===== src/hdl/pfts_pkg.sv =====
// shared types and constants for the top-n peak finder
`default_nettype none

package pfts_pkg;

    localparam int TOP_N_DEF     = 10;
    localparam int MAX_FRAME_DEF = 32768;

    localparam int SAMPLE_W = 32;
    localparam int PIDX_W   = 15;

    // one unit of work handed from the front to the sorted list
    typedef struct packed {
        logic                insert;    // value/position is a new peak
        logic                flush;     // frame ends after the insert
        logic [SAMPLE_W-1:0] value;
        logic [PIDX_W-1:0]   position;
    } cmd_t;

endpackage

`default_nettype wire


===== src/hdl/pfts_front.sv =====
// front end: neighbor window, sample counter and peak classification
`default_nettype none

module pfts_front #(
    parameter int MAX_FRAME = pfts_pkg::MAX_FRAME_DEF
) (
    input  wire logic                          clk,
    input  wire logic                          rst_n,
    input  wire logic                          in_valid,
    output logic                               in_ready,
    input  wire logic [pfts_pkg::SAMPLE_W-1:0] sample,
    input  wire logic                          last_sample,
    output logic                               cmd_valid,
    output pfts_pkg::cmd_t                     cmd,
    input  wire logic                          cmd_full
);
    import pfts_pkg::*;

    localparam int CW = $clog2(MAX_FRAME + 2);
    localparam logic [CW-1:0] CNT_TWO  = CW'(2);
    localparam logic [CW-1:0] CNT_MAX  = CW'(MAX_FRAME);
    localparam logic [CW-1:0] CNT_SAT  = CW'(MAX_FRAME + 1);

    logic [SAMPLE_W-1:0] older_reg, older_next;
    logic [SAMPLE_W-1:0] middle_reg, middle_next;
    logic [CW-1:0]       count_reg, count_next;

    logic                accept;
    logic                is_peak;
    logic [CW-1:0]       mid_pos;
    logic [CW+PIDX_W-1:0] mid_pos_ext;

    assign in_ready = !cmd_full;
    assign accept   = in_valid && in_ready;

    // middle sample is interior and at least both neighbors
    assign is_peak = (count_reg >= CNT_TWO) && (count_reg <= CNT_MAX) &&
                     (older_reg <= middle_reg) && (middle_reg >= sample);

    assign mid_pos     = count_reg - CW'(1);
    assign mid_pos_ext = {{PIDX_W{1'b0}}, mid_pos};

    always_comb
    begin
        cmd.insert   = is_peak;
        cmd.flush    = last_sample;
        cmd.value    = middle_reg;
        cmd.position = mid_pos_ext[PIDX_W-1:0];
        cmd_valid    = accept && (is_peak || last_sample);
    end

    always_comb
    begin
        older_next  = older_reg;
        middle_next = middle_reg;
        count_next  = count_reg;
        if (accept)
        begin
            if (last_sample)
            begin
                older_next  = '0;
                middle_next = '0;
                count_next  = '0;
            end
            else
            begin
                older_next  = middle_reg;
                middle_next = sample;
                if (count_reg < CNT_SAT)
                begin
                    count_next = count_reg + CW'(1);
                end
            end
        end
    end

    always_ff @(posedge clk or negedge rst_n)
    begin
        if (!rst_n)
        begin
            older_reg  <= '0;
            middle_reg <= '0;
            count_reg  <= '0;
        end
        else
        begin
            older_reg  <= older_next;
            middle_reg <= middle_next;
            count_reg  <= count_next;
        end
    end

endmodule

`default_nettype wire


===== src/hdl/pfts_fifo.sv =====
// short command queue between front end and sorted list
`default_nettype none

module pfts_fifo (
    input  wire logic           clk,
    input  wire logic           rst_n,
    input  wire logic           push,
    input  wire pfts_pkg::cmd_t push_cmd,
    output logic                full,
    output logic                pop_valid,
    output pfts_pkg::cmd_t      pop_cmd,
    input  wire logic           pop
);
    import pfts_pkg::*;

    localparam int DEPTH = 4;
    localparam int AW    = $clog2(DEPTH);

    cmd_t          mem [DEPTH];
    logic [AW:0]   wr_reg, wr_next;
    logic [AW:0]   rd_reg, rd_next;
    logic          do_pop;

    assign full      = (wr_reg[AW] != rd_reg[AW]) && (wr_reg[AW-1:0] == rd_reg[AW-1:0]);
    assign pop_valid = (wr_reg != rd_reg);
    assign pop_cmd   = mem[rd_reg[AW-1:0]];
    assign do_pop    = pop && pop_valid;

    assign wr_next = (push && !full) ? wr_reg + (AW+1)'(1) : wr_reg;
    assign rd_next = do_pop ? rd_reg + (AW+1)'(1) : rd_reg;

    always_ff @(posedge clk)
    begin
        if (push && !full)
        begin
            mem[wr_reg[AW-1:0]] <= push_cmd;
        end
    end

    always_ff @(posedge clk or negedge rst_n)
    begin
        if (!rst_n)
        begin
            wr_reg <= '0;
            rd_reg <= '0;
        end
        else
        begin
            wr_reg <= wr_next;
            rd_reg <= rd_next;
        end
    end

endmodule

`default_nettype wire


===== src/hdl/pfts_rank.sv =====
// back end: sorted insertion cells, frame snapshot and result shifter
`default_nettype none

module pfts_rank #(
    parameter int TOP_N = pfts_pkg::TOP_N_DEF
) (
    input  wire logic                          clk,
    input  wire logic                          rst_n,
    input  wire logic                          cmd_valid,
    input  wire pfts_pkg::cmd_t                cmd,
    output logic                               cmd_pop,
    output logic                               out_valid,
    input  wire logic                          out_ready,
    output logic [pfts_pkg::PIDX_W-1:0]        peak_index,
    output logic [pfts_pkg::SAMPLE_W-1:0]      peak_mag,
    output logic                               peak_valid,
    output logic                               last_result
);
    import pfts_pkg::*;

    localparam int IW = (TOP_N > 1) ? $clog2(TOP_N) : 1;
    localparam logic [IW-1:0] LAST_IDX = IW'(TOP_N - 1);

    // sorted peak list, rank 0 largest
    logic [SAMPLE_W-1:0] val_reg   [TOP_N];
    logic [PIDX_W-1:0]   pos_reg   [TOP_N];
    logic [TOP_N-1:0]    vld_reg;
    logic [SAMPLE_W-1:0] val_next  [TOP_N];
    logic [PIDX_W-1:0]   pos_next  [TOP_N];
    logic [TOP_N-1:0]    vld_next;
    logic [SAMPLE_W-1:0] ins_val   [TOP_N];
    logic [PIDX_W-1:0]   ins_pos   [TOP_N];
    logic [TOP_N-1:0]    ins_vld;
    logic [TOP_N-1:0]    keep;

    // result shifter, entry 0 is the word on the output
    logic [SAMPLE_W-1:0] sv_reg    [TOP_N];
    logic [PIDX_W-1:0]   sp_reg    [TOP_N];
    logic [TOP_N-1:0]    sf_reg;
    logic                busy_reg;
    logic [IW-1:0]       idx_reg;

    logic                take;
    logic                snap;
    logic                shift;

    assign cmd_pop = !(cmd.flush && busy_reg);
    assign take    = cmd_valid && cmd_pop;
    assign snap    = take && cmd.flush;
    assign shift   = busy_reg && out_ready;

    // each cell keeps its entry when it ranks at or above the new value
    always_comb
    begin
        for (int k = 0; k < TOP_N; k++)
        begin
            keep[k] = vld_reg[k] && (val_reg[k] >= cmd.value);
        end
        for (int k = 0; k < TOP_N; k++)
        begin
            if (keep[k] || !cmd.insert)
            begin
                ins_val[k] = val_reg[k];
                ins_pos[k] = pos_reg[k];
                ins_vld[k] = vld_reg[k];
            end
            else if (k == 0 || keep[(k > 0) ? k - 1 : 0])
            begin
                ins_val[k] = cmd.value;
                ins_pos[k] = cmd.position;
                ins_vld[k] = 1'b1;
            end
            else
            begin
                ins_val[k] = val_reg[(k > 0) ? k - 1 : 0];
                ins_pos[k] = pos_reg[(k > 0) ? k - 1 : 0];
                ins_vld[k] = vld_reg[(k > 0) ? k - 1 : 0];
            end
        end
    end

    always_comb
    begin
        for (int k = 0; k < TOP_N; k++)
        begin
            val_next[k] = val_reg[k];
            pos_next[k] = pos_reg[k];
        end
        vld_next = vld_reg;
        if (take)
        begin
            for (int k = 0; k < TOP_N; k++)
            begin
                val_next[k] = ins_val[k];
                pos_next[k] = ins_pos[k];
            end
            vld_next = cmd.flush ? '0 : ins_vld;
        end
    end

    always_ff @(posedge clk)
    begin
        for (int k = 0; k < TOP_N; k++)
        begin
            val_reg[k] <= val_next[k];
            pos_reg[k] <= pos_next[k];
        end
    end

    // snapshot payload, invalid ranks read as zero
    always_ff @(posedge clk)
    begin
        if (snap)
        begin
            for (int k = 0; k < TOP_N; k++)
            begin
                sv_reg[k] <= ins_vld[k] ? ins_val[k] : '0;
                sp_reg[k] <= ins_vld[k] ? ins_pos[k] : '0;
            end
        end
        else if (shift)
        begin
            for (int k = 0; k < TOP_N - 1; k++)
            begin
                sv_reg[k] <= sv_reg[k+1];
                sp_reg[k] <= sp_reg[k+1];
            end
        end
    end

    always_ff @(posedge clk or negedge rst_n)
    begin
        if (!rst_n)
        begin
            vld_reg  <= '0;
            sf_reg   <= '0;
            busy_reg <= 1'b0;
            idx_reg  <= '0;
        end
        else
        begin
            vld_reg <= vld_next;
            if (snap)
            begin
                sf_reg   <= ins_vld;
                busy_reg <= 1'b1;
                idx_reg  <= '0;
            end
            else if (shift)
            begin
                sf_reg <= sf_reg >> 1;
                if (idx_reg == LAST_IDX)
                begin
                    busy_reg <= 1'b0;
                    idx_reg  <= '0;
                end
                else
                begin
                    idx_reg <= idx_reg + IW'(1);
                end
            end
        end
    end

    assign out_valid   = busy_reg;
    assign peak_index  = sp_reg[0];
    assign peak_mag    = sv_reg[0];
    assign peak_valid  = sf_reg[0];
    assign last_result = (idx_reg == LAST_IDX);

endmodule

`default_nettype wire


===== src/hdl/peak_find_top_n_sort.sv =====
// top level of the top-n spectrum peak finder
`default_nettype none

// Streams one frame of unsigned UQ16.16 spectrum samples, one word per cycle,
// tlast on the final sample. An interior sample that is at least both of its
// neighbors is a peak (every sample of a plateau counts). The TOP_N largest
// peaks are kept sorted by descending value; equal values keep arrival order.
// After the final sample the block sends TOP_N result words, rank 0 first,
// with tlast on the last one; ranks beyond the peaks found carry tuser 0 and
// zero data. Input rate is one sample per cycle while the command queue has
// room: the front end judges the previous sample against both neighbors in
// the same cycle and queues an insert command; the sorted list, all TOP_N
// cells comparing in parallel, takes one command per cycle unless a flush
// waits on the result shifter. Each frame holds the output side for TOP_N
// words plus a gap before the next snapshot, even with tready held high, so a
// steady run of frames of TOP_N samples or fewer stalls the input once the
// four-entry queue fills. Positions beyond MAX_FRAME-1 are not examined.
module peak_find_top_n_sort #(
    parameter int TOP_N     = pfts_pkg::TOP_N_DEF,
    parameter int MAX_FRAME = pfts_pkg::MAX_FRAME_DEF
) (
    input  wire logic        clk,
    input  wire logic        rst_n,
    // sample stream in
    input  wire logic        s_tvalid,
    output logic             s_tready,
    input  wire logic [31:0] s_tdata,   // [31:0] sample
    input  wire logic        s_tlast,   // last_sample
    // result stream out
    output logic             m_tvalid,
    input  wire logic        m_tready,
    output logic [47:0]      m_tdata,   // [14:0] peak_index, [46:15] peak_mag, [47] zero
    output logic             m_tuser,   // peak_valid
    output logic             m_tlast    // last_result
);
    import pfts_pkg::*;

    logic          push;
    cmd_t          push_cmd;
    logic          full;
    logic          q_valid;
    cmd_t          q_cmd;
    logic          q_pop;
    logic [PIDX_W-1:0]   peak_index;
    logic [SAMPLE_W-1:0] peak_mag;

    // neighbor window and peak test
    pfts_front #(
        .MAX_FRAME (MAX_FRAME)
    ) u_front (
        .clk         (clk),
        .rst_n       (rst_n),
        .in_valid    (s_tvalid),
        .in_ready    (s_tready),
        .sample      (s_tdata),
        .last_sample (s_tlast),
        .cmd_valid   (push),
        .cmd         (push_cmd),
        .cmd_full    (full)
    );

    // decouples sample intake from result delivery
    pfts_fifo u_fifo (
        .clk       (clk),
        .rst_n     (rst_n),
        .push      (push),
        .push_cmd  (push_cmd),
        .full      (full),
        .pop_valid (q_valid),
        .pop_cmd   (q_cmd),
        .pop       (q_pop)
    );

    // sorted list and result output register
    pfts_rank #(
        .TOP_N (TOP_N)
    ) u_rank (
        .clk         (clk),
        .rst_n       (rst_n),
        .cmd_valid   (q_valid),
        .cmd         (q_cmd),
        .cmd_pop     (q_pop),
        .out_valid   (m_tvalid),
        .out_ready   (m_tready),
        .peak_index  (peak_index),
        .peak_mag    (peak_mag),
        .peak_valid  (m_tuser),
        .last_result (m_tlast)
    );

    assign m_tdata = {1'b0, peak_mag, peak_index};

endmodule

`default_nettype wire


===== config.mk =====
export PLATFORM = sky130hd
export DESIGN_NAME = peak_find_top_n_sort
export DESIGN_NICKNAME = d
export VERILOG_FILES = /design/src/hdl/pfts_pkg.sv /design/src/hdl/pfts_front.sv /design/src/hdl/pfts_fifo.sv /design/src/hdl/pfts_rank.sv /design/src/hdl/peak_find_top_n_sort.sv
export SDC_FILE = /design/constraint.sdc
export NUM_CORES = 2
export LEC_CHECK = 0
export BUFFER_PORTS_ARGS = -buffer_cell sky130_fd_sc_hd__buf_4
export CORE_MARGIN = 2
export CORE_UTILIZATION = 55
export DETAILED_ROUTE_END_ITERATION = 10
export GPL_ROUTABILITY_DRIVEN = 0
export PLACE_DENSITY = 0.71
export SYNTH_ARGS = -nofsm -noshare
export SYNTH_HDL_FRONTEND = slang
export SYNTH_SLANG_ARGS = --single-unit

===== constraint.sdc =====
create_clock -name clk -period 39.8 [get_ports clk]
set_input_delay 0 -clock clk [delete_from_list [all_inputs] [get_ports clk]]
set_output_delay 0 -clock clk [all_outputs]
set_load 0.1 [all_outputs]

## Word-level counts from Yosys, hierarchy flattened

Memories as Yosys holds them, arrays and structs flattened.
Cells that the tools add are included.

| word-level totals | value |
|---|---|
| RAM bits | 1136 |
| memory bits (read-only) | 0 |
| output and inout bits | 52 |
| bits in latches | 0 |
| memories kept | 5 |
| bits of input ports | 37 |
| bits in registers | 111 |

Memory list:

| memory | depth | bits a word | read ports | clocked after Yosys merged registers in | write ports | RTL line | text |
|---|---|---|---|---|---|---|---|
| u_rank.sv_reg | 10 | 32 | 10 | 0 | 10 | pfts_rank.sv:37 | `logic [SAMPLE_W-1:0] sv_reg [TOP_N];` |
| u_rank.val_reg | 10 | 32 | 10 | 0 | 10 | pfts_rank.sv:25 | `logic [SAMPLE_W-1:0] val_reg [TOP_N];` |
| u_fifo.mem | 4 | 49 | 1 | 0 | 1 | pfts_fifo.sv:19 | `cmd_t mem [DEPTH];` |
| u_rank.pos_reg | 10 | 15 | 10 | 0 | 10 | pfts_rank.sv:26 | `logic [PIDX_W-1:0] pos_reg [TOP_N];` |
| u_rank.sp_reg | 10 | 15 | 10 | 0 | 10 | pfts_rank.sv:38 | `logic [PIDX_W-1:0] sp_reg [TOP_N];` |

| cells by class | value |
|---|---|
| mux-type cells | 117 |
| order comparisons | 15 |
| bitwise operators | 18 |
| reductions and logical operators | 40 |
| divide/modulo/power cells | 0 |
| add/subtract/negate cells | 5 |
| equality and inequality tests | 4 |
| $mul | 0 |
| shifts and indexed selects | 0 |

Operators with widths:

| operator | count |
|---|---|
| $mux W32 | 40 |
| $mux W15 | 38 |
| $ge A32 B32 Y1 | 11 |
| $mux W320 | 1 |
| $mux W150 | 1 |
| $le A32 B32 Y1 | 1 |
| $mux W16 | 2 |
| $mux W10 | 3 |
| $mux W1 | 29 |
| $logic_and A1 B1 Y1 | 21 |
| $or A1 B1 Y1 | 18 |
| $add A16 B1 Y16 const B | 1 |
| $ge A16 B2 Y1 const B | 1 |
| $le A16 B16 Y1 const B | 1 |
| $lt A16 B16 Y1 const B | 1 |
| $sub A15 B1 Y15 const B | 1 |
| $mux W4 | 3 |
| $logic_or A1 B1 Y1 | 11 |
| $add A3 B1 Y3 const B | 2 |
| $reduce_bool A2 Y1 | 3 |
| $add A4 B1 Y4 const B | 1 |
| $eq A4 B4 Y1 const B | 1 |
| $reduce_and A2 Y1 | 2 |
| $logic_not A1 Y1 | 3 |
| 3 further kinds | 3 |

## Logic depth before layout (Yosys ltp)

| depth | value |
|---|---|
| word-level depth | 9 |
| gate-level depth with buffers | 18 |

## By module

Synthesis repeated with hierarchy kept, for this count alone.

| unflattened totals | value |
|---|---|
| cell total of the unflattened synthesis | 5718 |
| area, all modules | 66736.5 um^2 |

Modules (own cells, without submodules):

| module | area an instance (um^2) | cells an instance | sequential area each (um^2) | times used |
|---|---|---|---|---|
| pfts_rank | 53979.3 | 4831 | 28852.7 | 1 |
| pfts_fifo | 7554.7 | 305 | 6035.8 | 1 |
| pfts_front | 5191.2 | 580 | 2001.9 | 1 |
| peak_find_top_n_sort | 11.3 | 2 | 0.0 | 1 |

## Worst setup path after synthesis

Ideal clock, no wire load.

| path | value |
|---|---|
| path kind | register to register |
| start point | register u_fifo.rd_reg[0] |
| end point | register u_fifo.rd_reg[1] |
| cell stages (with the launch flop) | 6 |
| setup time | 0.177 ns |
| data arrival time | 26.956 ns |
| setup slack | 12.667 ns |
| period minus slack after synthesis | 27.133 ns |
| data required time | 39.623 ns |
| path buffers | 2 |
| cells stage by stage | dfrtp_1 > buf_2 > buf_2 > mux4_2 > a21oi_1 > mux2_2 |

| on the way | value |
|---|---|
| longest elaborated chain between the ends | 4 |
| elaborated cells between the ends (all ways) | 6 |
| classes of those cells | add/sub: 1; eq/ne: 1; reduce/logical: 3; memory: 1 |

RTL lines:

| what | RTL line | text |
|---|---|---|
| from (decl) | pfts_fifo.sv:21 | `logic [AW:0] rd_reg, rd_next;` |
| from (signal assigned) | pfts_fifo.sv:50 | `rd_reg <= rd_next;` |
| $mem_v2 Z4 W49 | n/a |  |
| $logic_and A1 B1 Y1 | pfts_rank.sv:47 | `assign cmd_pop = !(cmd.flush && busy_reg);` |
| $logic_not A1 Y1 | pfts_rank.sv:47 |  |
| $logic_and A1 B1 Y1 (*) | pfts_fifo.sv:27 | `assign do_pop = pop && pop_valid;` |
| named net u_fifo.do_pop | pfts_fifo.sv:22 | `logic do_pop;` |

Mark *: on every way through the listed nets, which the timed path passes. The rest lies on a longest branch.
A chain may end at the register's enable or synchronous reset.

==> impl_metrics.prom <==
# TYPE chip_impl_metric gauge
chip_impl_metric{name="grt_max_degree",unit=""} 189
chip_impl_metric{name="max_slew.worst_pin.slew",unit="ns"} 1.270
chip_impl_metric{name="post_cts.resized_instances",unit=""} 0
chip_impl_info{name="largest_family_of_logic_cells_by_synthesized_area",value="compound AO/OA/AOI/OAI gates"} 1
chip_impl_metric{name="drt-total-wl",unit="mm"} 161.7
chip_impl_metric{name="drt_iter0_drc",unit=""} 5033
chip_impl_metric{name="finalSetupViolCount",unit=""} 0
chip_impl_metric{name="yosys-mux-area-fraction",unit="%"} 9.510
chip_impl_info{name="synth-main-ff-cell",value="sky130_fd_sc_hd__edfxtp_1"} 1
chip_impl_info{name="clock-root-buffer",value="sky130_fd_sc_hd__clkbuf_16"} 1
chip_impl_metric{name="final_cell_area",unit="um2"} 71150
chip_impl_metric{name="cts-buffers-inserted",unit=""} 137
chip_impl_metric{name="skew",unit="ns"} 0.02477
chip_impl_info{name="final_cell_mix",value="sky130_fd_sc_hd__edfxtp_1, sky130_fd_sc_hd__a21oi_1, sky130_fd_sc_hd__ha_1"} 1
chip_impl_metric{name="die-area",unit="um2"} 120100
chip_impl_metric{name="post_synthesis_cell_area",unit="um2"} 64530
chip_impl_metric{name="asr_flop_ratio_synth",unit="%"} 8.901
chip_impl_metric{name="area.growth.synth_to_final",unit="%"} 10.25
chip_impl_metric{name="hold_path_depth",unit=""} 5
chip_impl_metric{name="worstRegToRegCells",unit=""} 13
chip_impl_metric{name="detail_route.drc_violations",unit=""} 0
chip_impl_metric{name="route.vias.total",unit=""} 43060
chip_impl_info{name="status",value="completed"} 1
chip_impl_info{name="critical_path.cell_chain",value="buf_4 -> mux4_2 -> inv_1 -> ha_1 -> nand4_1 -> nor4_1 -> nand4_1 -> o2bb2ai_4 -> buf_4 -> nor2_4 -> buf_4 -> or2_2 -> a32o_1"} 1
chip_impl_metric{name="fp-row-count",unit=""} 125
chip_impl_metric{name="clock.fmax",unit="MHz"} 144.3
chip_impl_metric{name="worst-r2r-setup-slack",unit="ns"} 32.87
chip_impl_metric{name="synth_fa_ha_area_share",unit="%"} 7.600
chip_impl_metric{name="grt.total_usage",unit="%"} 26.56
chip_impl_metric{name="synth_sequential_area_ratio",unit="%"} 57.17
chip_impl_metric{name="post-route-min-period",unit="ns"} 6.931
chip_impl_info{name="critPathKind",value="reg2reg"} 1
chip_impl_info{name="final_common_cell",value="sky130_fd_sc_hd__edfxtp_1"} 1
chip_impl_info{name="grt_setup_unrepaired",value="false"} 1
chip_impl_metric{name="first_global_vias",unit=""} 42020
chip_impl_metric{name="synth_largest_type_area_fraction",unit="%"} 52.86
chip_impl_metric{name="worstPathMaxFanout",unit=""} 63
chip_impl_metric{name="placement.cell_area",unit="um2"} 66050
chip_impl_metric{name="yosysWarningCount",unit=""} 0
chip_impl_metric{name="critPathArrivalTime",unit="ns"} 7.44
chip_impl_metric{name="fp.dieW",unit="um"} 346.5
chip_impl_metric{name="vias_per_cell",unit=""} 6.459
chip_impl_info{name="startpoint_type",value="flop"} 1
chip_impl_metric{name="insertedDiodeCount",unit=""} 0
chip_impl_metric{name="final_max_slew_viol_count",unit=""} 0
chip_impl_metric{name="final-hold-violation-count",unit=""} 0
chip_impl_metric{name="ctsHtreeMaxLevel",unit=""} 4
chip_impl_metric{name="grt_antenna_before_repair",unit=""} 0
chip_impl_metric{name="cts.sinks",unit=""} 1247
chip_impl_metric{name="nNetsFinal",unit=""} 5463
chip_impl_metric{name="cts-root-to-sink-buffers",unit=""} 3
chip_impl_metric{name="min_period_over_period",unit="%"} 17.42
chip_impl_metric{name="critical_path_max_stage_delay",unit="ns"} 0.81
chip_impl_metric{name="wirelength_per_cell",unit="um"} 24.26
chip_impl_metric{name="required",unit="ns"} 40.30
chip_impl_metric{name="boundaryPins",unit=""} 89
chip_impl_metric{name="max_cap_viol_count",unit=""} 0
chip_impl_info{name="cpMostUsedCell",value="sky130_fd_sc_hd__buf_4"} 1
chip_impl_metric{name="overflow_left_after_global_routing",unit=""} 0
chip_impl_info{name="crit-reg2reg-capture",value="u_rank.sv_reg[0][101]"} 1
chip_impl_info{name="netlist_top_cells_area",value="sky130_fd_sc_hd__edfxtp_1, sky130_fd_sc_hd__ha_1, sky130_fd_sc_hd__mux2i_1"} 1
chip_impl_metric{name="hold_buffers",unit=""} 71
chip_impl_metric{name="synth_enable_flop_cells",unit=""} 1136
chip_impl_metric{name="insertion_delay",unit="ns"} 0.76
chip_impl_metric{name="ys_seq_elements",unit=""} 1247
chip_impl_metric{name="detail_route.first_pass.iterations",unit=""} 6
chip_impl_metric{name="synthCells",unit=""} 5075
chip_impl_metric{name="global_route_wire_length_before_repair",unit="mm"} 250.4
chip_impl_metric{name="core_area",unit="um2"} 116400
chip_impl_metric{name="clkTransAtPathRegs",unit="ns"} 0.06
chip_impl_metric{name="totalNegativeSetupSlack",unit="ns"} 0
chip_impl_info{name="hold_removal_path_class",value="in2reg"} 1
chip_impl_metric{name="dp_hpwl",unit="mm"} 102.3
chip_impl_metric{name="share_of_layout_cells_above_drive_strength_1",unit="%"} 12.02
chip_impl_info{name="crit_path_capture",value="u_rank.sv_reg[0][101]"} 1
chip_impl_metric{name="synth_xor_xnor_area_share",unit="%"} 0.3664
chip_impl_info{name="timing.critical_path.to_type",value="flop"} 1
chip_impl_metric{name="synth_compound_area_share",unit="%"} 14.65
chip_impl_metric{name="die_height",unit="um"} 346.5
chip_impl_metric{name="max-slew-margin-rel",unit="%"} 14.24
chip_impl_metric{name="fin_util",unit="%"} 61.14
chip_impl_info{name="synth_top_area_cell",value="sky130_fd_sc_hd__edfxtp_1"} 1
chip_impl_info{name="critical_path_slowest_stage_cell",value="sky130_fd_sc_hd__o2bb2ai_4"} 1
chip_impl_metric{name="yosysUniqueCellTypes",unit=""} 72
chip_impl_info{name="setup.worst_path.start",value="u_fifo.rd_reg[1]"} 1
chip_impl_metric{name="yosys.area_share.simple",unit="%"} 6.982
chip_impl_metric{name="avgSynthCellArea",unit="um2"} 12.72
chip_impl_metric{name="initial_standard_cell_utilization_of_the_core",unit="%"} 55.46
chip_impl_metric{name="ant_nets",unit=""} 0
chip_impl_info{name="tritoncts",value="built"} 1
chip_impl_metric{name="numPortBuffers",unit=""} 87
chip_impl_metric{name="post-cts-setup-buffers",unit=""} 0
chip_impl_info{name="r2r_start",value="u_fifo.rd_reg[1]"} 1
chip_impl_metric{name="syn_nets",unit=""} 5504
through the flow:
stage	setup slack (ns)	hold WS (ns)	std cells
detailed placement	32.91	0.1222	6348
global placement	32.97	0.1111	6348
finish	32.87	0.08400	6666
CTS	32.90	0.03418	6666
floorplan	12.67	-0.2956	5075
global route	32.48	0.08852	6666
worst max-delay path, delay by kind of cell (launching register included):
kind	cells	cell delay, ns
adder cells (fa/ha/maj)	1	0.53
buffers and inverters	4	1.90
multiplexers	1	0.57
flip-flops	1	0.69
AO/OA/AOI/OAI	2	1.07
AND/OR/NAND/NOR	5	1.79
layout make-up:
| cell class | count | area, um2 |
|---|---|---|
| Clock buffer | 171 | 3618 |
| Clock inverter | 76 | 754.5 |
| Fill cell | 8960 | 45210 |
| Inverter | 146 | 549.3 |
| Multi-Input combinational cell | 3285 | 25540 |
| Sequential cell | 1247 | 36900 |
| Tap cell | 1524 | 1907 |
| Timing Repair Buffer | 217 | 1887 |
cell families after synthesis:
family	after synthesis
compound gates	1365
xor+xnor	27
fa+ha+maj	392
buf+inv	543
flops	1247
mux	528
other cells	1
simple gates	972
synthesized netlist by cell type, drive strengths merged (48+ instances only):
cell	number
buf	206
a32o	63
edfxtp	1136
a21oi	481
o21ai	79
a31oi	99
nand2	313
o31ai	112
or2	68
a22o	314
a211oi	77
mux4	48
nor2	309
clkbuf	191
mux2i	369
inv	145
nand4	67
mux2	111
ha	392
dfrtp	111
and2	85
worst min path at each step:
| stage | start | endpoint | slack [ns] |
|---|---|---|---|
| global route | m_tready | u_rank.out_valid | 0.09 |
| finish | m_tready | u_rank.out_valid | 0.08 |
| detailed placement | rst_n | u_front.count_reg[8] | 0.12 |
| global placement | rst_n | u_front.count_reg[8] | 0.11 |
| CTS | m_tready | u_rank.out_valid | 0.03 |
| floorplan | rst_n | u_fifo.rd_reg[0] | -0.30 |
layer usage:
metal | global-route usage, % | wire length, um
met1 | 39.93 | 73260
met2 | 39.65 | 71070
met3 | 4.926 | 13910
met4 | 7.134 | 3495
met5 | 0 | 0
Power is left out: the tool's default activity adds up to more than one toggle a clock period on the data nets, which glitch-free logic cannot reach.
